==> config.mk <==
export PLATFORM = sky130hd
export DESIGN_NAME = c_escape_sequence_decoder
export DESIGN_NICKNAME = d
export VERILOG_FILES = /design/src/rtl/core/cesd_pkg.sv /design/src/rtl/core/c_escape_sequence_decoder.sv
export SDC_FILE = /design/constraint.sdc
export NUM_CORES = 1
export LEC_CHECK = 0
export ABC_AREA = 1
export BUFFER_PORTS_ARGS = -buffer_cell sky130_fd_sc_hd__buf_2
export CORE_ASPECT_RATIO = 0.8
export CORE_UTILIZATION = 50
export CTS_CLUSTER_SIZE = 28
export DETAILED_ROUTE_END_ITERATION = 7
export PLACE_DENSITY = 0.75
export SYNTH_ARGS = -nofsm -noshare
export SYNTH_HDL_FRONTEND = slang
export SYNTH_SLANG_ARGS = --single-unit
==> constraint.sdc <==
create_clock -name clk -period 4.58 [get_ports clk]
set_clock_uncertainty 0.15 [all_clocks]
set_input_delay 0.458 -clock clk [delete_from_list [all_inputs] [get_ports clk]]
set_output_delay 0.458 -clock clk [all_outputs]
set_load 0.02 [all_outputs]
==> src/rtl/core/cesd_pkg.sv <==
// Shared types and character constants for the C escape sequence decoder.
package cesd_pkg;

    typedef enum logic [2:0] {
        M_NORMAL = 3'd0,
        M_BSLASH = 3'd1,
        M_ZERO   = 3'd2,
        M_OCTFIX = 3'd3,
        M_OCTVAR = 3'd4,
        M_HEX    = 3'd5
    } mode_t;

    typedef struct packed {
        logic [15:0] unit;
        logic        uvalid;
        logic        last;
    } res_t;

    localparam logic [15:0] CH_BSLASH = 16'h005C;
    localparam logic [15:0] CH_0      = 16'h0030;
    localparam logic [15:0] CH_1      = 16'h0031;
    localparam logic [15:0] CH_7      = 16'h0037;
    localparam logic [15:0] CH_9      = 16'h0039;
    localparam logic [15:0] CH_LA     = 16'h0061;
    localparam logic [15:0] CH_LF     = 16'h0066;
    localparam logic [15:0] CH_UA     = 16'h0041;
    localparam logic [15:0] CH_UF     = 16'h0046;
    localparam logic [15:0] CH_U      = 16'h0075;
    localparam logic [15:0] CH_X      = 16'h0078;
    localparam logic [15:0] CH_B      = 16'h0062;
    localparam logic [15:0] CH_T      = 16'h0074;
    localparam logic [15:0] CH_N      = 16'h006E;
    localparam logic [15:0] CH_V      = 16'h0076;
    localparam logic [15:0] CH_R      = 16'h0072;

    localparam logic [15:0] CC_BEL = 16'd7;
    localparam logic [15:0] CC_BS  = 16'd8;
    localparam logic [15:0] CC_HT  = 16'd9;
    localparam logic [15:0] CC_LF  = 16'd10;
    localparam logic [15:0] CC_VT  = 16'd11;
    localparam logic [15:0] CC_FF  = 16'd12;
    localparam logic [15:0] CC_CR  = 16'd13;

    localparam logic [2:0] OCT_DIGITS = 3'd3;
    localparam logic [2:0] HEX_DIGITS = 3'd4;

endpackage

==> src/rtl/core/c_escape_sequence_decoder.sv <==
// Top level of the C escape sequence decoder: input register, decode logic, result queue.
//
// Decodes C-style backslash escapes in a stream of 16-bit code units. Each input item
// (s_tdata = code unit, s_tlast = end of string) is captured in an input register, decoded
// combinationally against the escape state, and its zero, one or two result items are
// pushed into a three-entry result queue that feeds the master side. The block takes one
// item per cycle while the queue has room to take its results; an item that yields two
// results (an octal escape ended early by a plain character) fills the queue further, so
// the next item waits until a result drains through the output port, which sends a single
// result per cycle. Results pass through the input register and then the result queue.
// Every string ends with a result carrying m_tlast; if the last unit gives no character,
// an empty marker with m_tuser = 0 and m_tdata = 0 is sent.
module c_escape_sequence_decoder
    import cesd_pkg::*;
(
    input  logic        clk,
    input  logic        rst_n,
    input  logic        s_tvalid,
    output logic        s_tready,
    input  logic [15:0] s_tdata,   // [15:0] in_unit
    input  logic        s_tlast,   // in_last
    output logic        m_tvalid,
    input  logic        m_tready,
    output logic [15:0] m_tdata,   // [15:0] out_unit
    output logic        m_tuser,   // [0] out_valid
    output logic        m_tlast    // out_last
);

    // input register
    logic        in_vld_reg;
    logic [15:0] in_unit_reg;
    logic        in_last_reg;
    logic        consume;

    // escape state
    mode_t       mode_reg, mode_next;
    logic [15:0] val_reg, val_next;
    logic [2:0]  dig_reg, dig_next;
    logic        err_reg, err_next;

    // result queue, head at entry 0
    res_t        q_reg [3];
    res_t        q_next [3];
    logic [1:0]  cnt_reg, cnt_next;
    logic        pop;

    // decode results
    res_t        res [2];
    logic [1:0]  n_res;

    assign consume  = in_vld_reg && (cnt_reg <= 2'd1);
    assign s_tready = !in_vld_reg || consume;
    assign pop      = (cnt_reg != 2'd0) && m_tready;

    assign m_tvalid = (cnt_reg != 2'd0);
    assign m_tdata  = q_reg[0].unit;
    assign m_tuser  = q_reg[0].uvalid;
    assign m_tlast  = q_reg[0].last;

    // decode of one code unit
    always_comb
    begin
        logic [15:0] u;
        logic        is_oct;
        logic        is_hex;
        logic [3:0]  hval;
        logic [15:0] c;
        logic [2:0]  dinc;

        u         = in_unit_reg;
        mode_next = mode_reg;
        val_next  = val_reg;
        dig_next  = dig_reg;
        err_next  = err_reg;
        n_res     = 2'd0;
        res[0]    = '0;
        res[1]    = '0;
        is_oct    = (u >= CH_0) && (u <= CH_7);
        is_hex    = 1'b1;
        hval      = u[3:0];
        c         = u;
        dinc      = dig_reg + 3'd1;

        if ((u >= CH_0) && (u <= CH_9))
            hval = u[3:0];
        else if (((u >= CH_LA) && (u <= CH_LF)) || ((u >= CH_UA) && (u <= CH_UF)))
            hval = u[3:0] + 4'd9;
        else
            is_hex = 1'b0;

        unique case (mode_reg)
            M_BSLASH:
            begin
                mode_next = M_NORMAL;
                val_next  = '0;
                dig_next  = '0;
                err_next  = 1'b0;
                if (u == CH_0)
                    mode_next = M_ZERO;
                else if ((u >= CH_1) && (u <= CH_7))
                begin
                    mode_next = M_OCTVAR;
                    val_next  = {13'd0, u[2:0]};
                    dig_next  = 3'd1;
                end
                else if ((u == CH_U) || (u == CH_X))
                    mode_next = M_HEX;
                else
                begin
                    if (u == CH_LA)      c = CC_BEL;
                    else if (u == CH_B)  c = CC_BS;
                    else if (u == CH_T)  c = CC_HT;
                    else if (u == CH_N)  c = CC_LF;
                    else if (u == CH_V)  c = CC_VT;
                    else if (u == CH_LF) c = CC_FF;
                    else if (u == CH_R)  c = CC_CR;
                    res[0] = '{unit: c, uvalid: 1'b1, last: 1'b0};
                    n_res  = 2'd1;
                end
            end
            M_ZERO:
            begin
                if (is_oct)
                begin
                    mode_next = M_OCTFIX;
                    val_next  = {13'd0, u[2:0]};
                    dig_next  = 3'd1;
                    err_next  = 1'b0;
                end
                else
                begin
                    res[0]    = '{unit: 16'd0, uvalid: 1'b1, last: 1'b0};
                    n_res     = 2'd1;
                    mode_next = M_NORMAL;
                    val_next  = '0;
                    dig_next  = '0;
                    err_next  = 1'b0;
                    if (u == CH_BSLASH)
                        mode_next = M_BSLASH;
                    else
                    begin
                        res[1] = '{unit: u, uvalid: 1'b1, last: 1'b0};
                        n_res  = 2'd2;
                    end
                end
            end
            M_OCTFIX:
            begin
                if (is_oct)
                    val_next = {val_reg[12:0], u[2:0]};
                else
                    err_next = 1'b1;
                dig_next = dinc;
                if (dinc >= OCT_DIGITS)
                begin
                    res[0]    = '{unit: (err_next ? 16'd0 : val_next), uvalid: 1'b1,
                                  last: 1'b0};
                    n_res     = 2'd1;
                    mode_next = M_NORMAL;
                    val_next  = '0;
                    dig_next  = '0;
                    err_next  = 1'b0;
                end
            end
            M_OCTVAR:
            begin
                if (is_oct)
                begin
                    val_next = {val_reg[12:0], u[2:0]};
                    dig_next = dinc;
                    if (dinc >= OCT_DIGITS)
                    begin
                        res[0]    = '{unit: val_next, uvalid: 1'b1, last: 1'b0};
                        n_res     = 2'd1;
                        mode_next = M_NORMAL;
                        val_next  = '0;
                        dig_next  = '0;
                        err_next  = 1'b0;
                    end
                end
                else
                begin
                    // octal run ended early; the unit is then taken as plain or opens a new escape
                    res[0]    = '{unit: val_reg, uvalid: 1'b1, last: 1'b0};
                    n_res     = 2'd1;
                    mode_next = M_NORMAL;
                    val_next  = '0;
                    dig_next  = '0;
                    err_next  = 1'b0;
                    if (u == CH_BSLASH)
                        mode_next = M_BSLASH;
                    else
                    begin
                        res[1] = '{unit: u, uvalid: 1'b1, last: 1'b0};
                        n_res  = 2'd2;
                    end
                end
            end
            M_HEX:
            begin
                if (is_hex)
                    val_next = {val_reg[11:0], hval};
                else
                    err_next = 1'b1;
                dig_next = dinc;
                if (dinc >= HEX_DIGITS)
                begin
                    res[0]    = '{unit: (err_next ? 16'd0 : val_next), uvalid: 1'b1,
                                  last: 1'b0};
                    n_res     = 2'd1;
                    mode_next = M_NORMAL;
                    val_next  = '0;
                    dig_next  = '0;
                    err_next  = 1'b0;
                end
            end
            default:
            begin
                mode_next = M_NORMAL;
                val_next  = '0;
                dig_next  = '0;
                err_next  = 1'b0;
                if (u == CH_BSLASH)
                    mode_next = M_BSLASH;
                else
                begin
                    res[0] = '{unit: u, uvalid: 1'b1, last: 1'b0};
                    n_res  = 2'd1;
                end
            end
        endcase

        if (in_last_reg)
        begin
            // flush an open numeric escape at end of string
            if (mode_next == M_ZERO || mode_next == M_OCTFIX || mode_next == M_HEX
                || mode_next == M_OCTVAR)
            begin
                if (mode_next == M_ZERO)
                    c = 16'd0;
                else if (mode_next == M_OCTVAR)
                    c = val_next;
                else
                    c = err_next ? 16'd0 : val_next;
                res[n_res[0]] = '{unit: c, uvalid: 1'b1, last: 1'b0};
                n_res         = n_res + 2'd1;
            end
            mode_next = M_NORMAL;
            val_next  = '0;
            dig_next  = '0;
            err_next  = 1'b0;
            if (n_res == 2'd0)
            begin
                res[0] = '{unit: 16'd0, uvalid: 1'b0, last: 1'b0};
                n_res  = 2'd1;
            end
            res[n_res[0] ^ 1'b1].last = 1'b1;
        end
    end

    // result queue update
    always_comb
    begin
        logic [1:0] cn;

        q_next = q_reg;
        cn     = cnt_reg;
        if (pop)
        begin
            q_next[0] = q_reg[1];
            q_next[1] = q_reg[2];
            cn        = cn - 2'd1;
        end
        if (consume)
        begin
            if (n_res != 2'd0)
            begin
                q_next[cn] = res[0];
                cn         = cn + 2'd1;
            end
            if (n_res == 2'd2)
            begin
                q_next[cn] = res[1];
                cn         = cn + 2'd1;
            end
        end
        cnt_next = cn;
    end

    always_ff @(posedge clk or negedge rst_n)
    begin
        if (!rst_n)
        begin
            in_vld_reg <= 1'b0;
            mode_reg   <= M_NORMAL;
            val_reg    <= '0;
            dig_reg    <= '0;
            err_reg    <= 1'b0;
            cnt_reg    <= '0;
        end
        else
        begin
            if (s_tready)
                in_vld_reg <= s_tvalid;
            if (consume)
            begin
                mode_reg <= mode_next;
                val_reg  <= val_next;
                dig_reg  <= dig_next;
                err_reg  <= err_next;
            end
            cnt_reg <= cnt_next;
        end
    end

    // payload registers
    always_ff @(posedge clk)
    begin
        if (s_tvalid && s_tready)
        begin
            in_unit_reg <= s_tdata;
            in_last_reg <= s_tlast;
        end
        q_reg <= q_next;
    end

    // every string end produces at least one result
    a_last_has_result: assert property (@(posedge clk) disable iff (!rst_n)
        consume && in_last_reg |-> n_res != 2'd0)
        else $error("end of string produced no result");

    // the escape state is cleared once a string ends
    a_last_clears: assert property (@(posedge clk) disable iff (!rst_n)
        consume && in_last_reg |=> mode_reg == M_NORMAL && val_reg == 16'd0
                                   && dig_reg == 3'd0 && err_reg == 1'b0)
        else $error("escape state not cleared after end of string");

    // digit count stays within the longest fixed escape
    a_digits_bounded: assert property (@(posedge clk) disable iff (!rst_n)
        dig_reg < HEX_DIGITS)
        else $error("digit count out of range");

    // outside an escape, the accumulator is idle
    a_normal_idle: assert property (@(posedge clk) disable iff (!rst_n)
        mode_reg == M_NORMAL |-> val_reg == 16'd0 && dig_reg == 3'd0)
        else $error("accumulator busy in normal mode");

endmodule
==> summary.txt <==
==============================================================================
Result of the run                                                 finished, violations left
Violated checks                                                    hold timing
Required time of the critical path                                     4710 ps
Power density cells                                                 614 nW/um2
Setup total negative slack                                                0 ps
Most used cells in the layout excluding fill and tap cells        nand2_1 (336), inv_1 (125), a21oi_1 (110)
Fraction of final layout cells sized beyond drive strength 1             12.6%
Final critical-path share of the clock period                            89.1%
Half-perimeter wire length of the detailed placement result           18400 um
Post-synthesis net count                                                  1236
Clk pwr share                                                            16.5%
Unrepaired setup endpoints after global routing                             no
Most common cell after layout, fill and taps aside                     nand2_1
Number of standard cells after synthesis                                  1200
Cell area after layout                                                8440 um2
Via count                                                                 8176
Post-layout net count                                                     1236
Total wire length                                                     24800 um
Library cell used as clock root buffer                               clkbuf_16
Total number of clock tree sinks                                            97
Clock transition at path regs                                            70 ps
Switching portion of total power                                         47.0%
Overall global routing resource usage                                    31.7%
DP Cell Count                                                             1399
Clock tree from TritonCTS                                                built
Hold slack                                                            -9.71 ps
Fraction of the yosys area taken by sequential cells                     30.5%
Largest net degree at the start of global routing                           65
Starting Density                                                         52.0%
Total clock buffers created by CTS                                           9
Pleak                                                                  3.94 nW
Number of H-tree branching levels                                            3
Max FFs per register                                                        36
Count of pins over their slew limit                                          0
Post-cts resize count                                                        0
Type of the worst setup path                                      flop to flop
Post-DR wirelength/cell                                                17.5 um
Placer congestion estimate                                               0.932
Final-layout fill cell count                                              1495
Startpoint kind of the worst setup timing path                            flop
Count of input and output buffers                                           40
Slew @ Worst Pin                                                       1200 ps
Part of the power in registers                                           28.4%
Avg Inst Size Synth                                                   6.62 um2
Rel. slew slack                                                          19.6%
Max-capacitance violation count                                              0
Internal power of the cells                                          0.00274 W
Die span in y                                                           115 um
Fraction of registers with async set/reset                               26.8%
Layout Cells excl Fill                                                    1415
Die Footprint                                                        16400 um2
Standard cell with the maximum stage delay on the critical path           ha_1
Final setup fails                                                            0
CP Data Arrival Time                                                   4220 ps
Largest stage delay on the critical path                                520 ps
Critical path, cell by cell                                       clkinv_1, ha_1, inv_1, nor3_1, nand4_1, inv_1, nand3b_1, nand4_2, nand2_2, nand3_4, nand2_1, o21ai_0, inv_1, ha_1, inv_1, nor2_1, buf_4, inv_1, o221ai_1
Primary FF master, synth                                               dfxtp_1
IO Pins                                                                     41
Max Freq                                                               245 MHz
Crit path max-delay family                                        buffers and inverters
Combined area of all synthesized cells                                7940 um2
Yosys cell types                                                            54
Detailed router's first-iteration violation count                         1263
Hold violation total from the final report                                  10
Min-Delay Path Class                                              input pin to asynchronous set/reset pin
Period minus WS final                                                  4080 ps
CTS Buffer Depth                                                             2
Initial antenna violation count                                              0
Setup bufs post-CTS                                                          0
Largest fanout on the critical path                                         16
Count of flip-flops with a built-in enable after synthesis                  35
Number of warnings printed during yosys synthesis                            0
Most numerous cell on the critical path                                  inv_1
Category of the worst setup path capture point                            flop
Placeable core region                                                15300 um2
Mean number of vias per cell                                              5.78
Switching power total                                                0.00244 W
Combinational Power Share                                                55.1%
Number of register bits inferred by synthesis                               97
Clock insertion delay at the later pin of the skew report               360 ps
Number of global-route vias before repair                                 7370
Number of rows in the core area                                             40
Hold buffers post-CTS                                                        0
Max IR drop VDD                                                         669 uV
Horizontal extent of the die                                            143 um
Residual antenna-violating net count after detailed routing                  0
Buf+Inv Stages, Crit Path                                                    7
Global-route wire length before repair                                39700 um
Final routed DRC violation total                                             0
Total global routing overflow                                                0
Post-DP Area                                                          8110 um2
Ant. Diodes                                                                  0
First-pass DRT Iterations                                                    6
Layout overhead on the synthesized area                                  6.29%
==============================================================================
==> path summary, 6_finish.rpt <==
kind	from	to	slack, ps	cells past startpoint
setup / recovery	in_unit_reg[0]	q_reg[19]	500	19
hold / removal	rst_n	dig_reg[2]	-10	1
max in group asynchronous	rst_n	val_reg[13]	3830	1
hold reg to reg	dig_reg[1]	dig_reg[1]	380	2
min in group clk	s_tdata[2]	in_unit_reg[2]	110	1
setup reg to reg	in_unit_reg[0]	q_reg[19]	500	19
==> per-stage QoR <==
| stage | util (%) | power [W] | setup WS [ps] |
|---|---|---|---|
| floorplan | - | 0.00368 | 1060 |
| global placement | 53.1 | 0.00421 | 790 |
| detailed placement | 53.1 | 0.00426 | 618 |
| CTS | 55.3 | 0.00513 | 577 |
| global route | 55.3 | 0.00554 | 39.8 |
| finish | 55.3 | 0.00518 | 497 |
==> cell type report <==
type / instances / area (um2) / area share (%)
repair buffers: 57 / 328 / 3.88
well taps: 210 / 263 / 3.11
multi-input cells: 894 / 4560 / 54.0
flip-flops and latches: 97 / 2420 / 28.7
clock buffers: 12 / 279 / 3.31
clock inverters: 4 / 52.6 / 0.622
inverters: 141 / 536 / 6.34
==> Yosys cell counts, types with 5 or more instances <==
master | instances | area share [%]
clkbuf_1 | 25 | 1.2
nand3_1 | 64 | 4.0
buf_6 | 11 | 1.6
inv_1 | 125 | 5.9
dfrtp_1 | 26 | 8.2
edfxtp_1 | 35 | 13
nand4_1 | 15 | 1.2
or2_2 | 5 | 0.39
nand2_2 | 8 | 0.63
a21boi_1 | 23 | 2.2
dfxtp_1 | 36 | 9.1
xor2_1 | 5 | 0.55
inv_2 | 11 | 0.52
nor2_2 | 8 | 0.63
o21ai_0 | 67 | 4.2
o21ai_1 | 37 | 2.3
nor3_2 | 7 | 0.88
o21ai_2 | 6 | 0.66
nand2_1 | 337 | 16
a21oi_2 | 5 | 0.55
buf_2 | 7 | 0.44
mux2i_1 | 6 | 0.76
nor3_1 | 6 | 0.38
o22ai_1 | 16 | 1.3
nor2_4 | 5 | 0.71
nand2_4 | 5 | 0.71
a21oi_1 | 110 | 6.9
a31oi_1 | 6 | 0.47
nor2_1 | 104 | 4.9
buf_4 | 24 | 2.3
ha_1 | 15 | 2.4
==> power groups by stage <==
stage	sequential [W]	clock, W	combinational (W)
2_1_floorplan	0.00142	0	0.00226
3_3_place_gp	0.00148	0	0.00273
3_5_place_dp	0.00148	0	0.00278
4_1_cts	0.00147	0.000857	0.00280
5_1_grt	0.00150	0.000889	0.00315
6_report	0.00147	0.000855	0.00285
==> routing by layer <==
metal	track usage [%]	routed length (um)	vias up
met3	8.83	3030	68
met5	0	0	-
met4	8.96	584	0
met2	45.2	10300	503
li1	-	-	3923
met1	46.3	10900	3682
==> kinds of logic after synthesis <==
logic type                 Yosys count  synth area share [%]
DFF                                 97                  30.5
and+or+nand+nor                    576                  32.5
AOI/OAI and AO/OA                  287                  20.4
xor gates and xnor gates             6                 0.662
adders and majority gates           15                  2.36
buffers and inverters              209                  12.2
muxes                               10                  1.32
No activity file was read; power rests on OpenSTA's default activity.
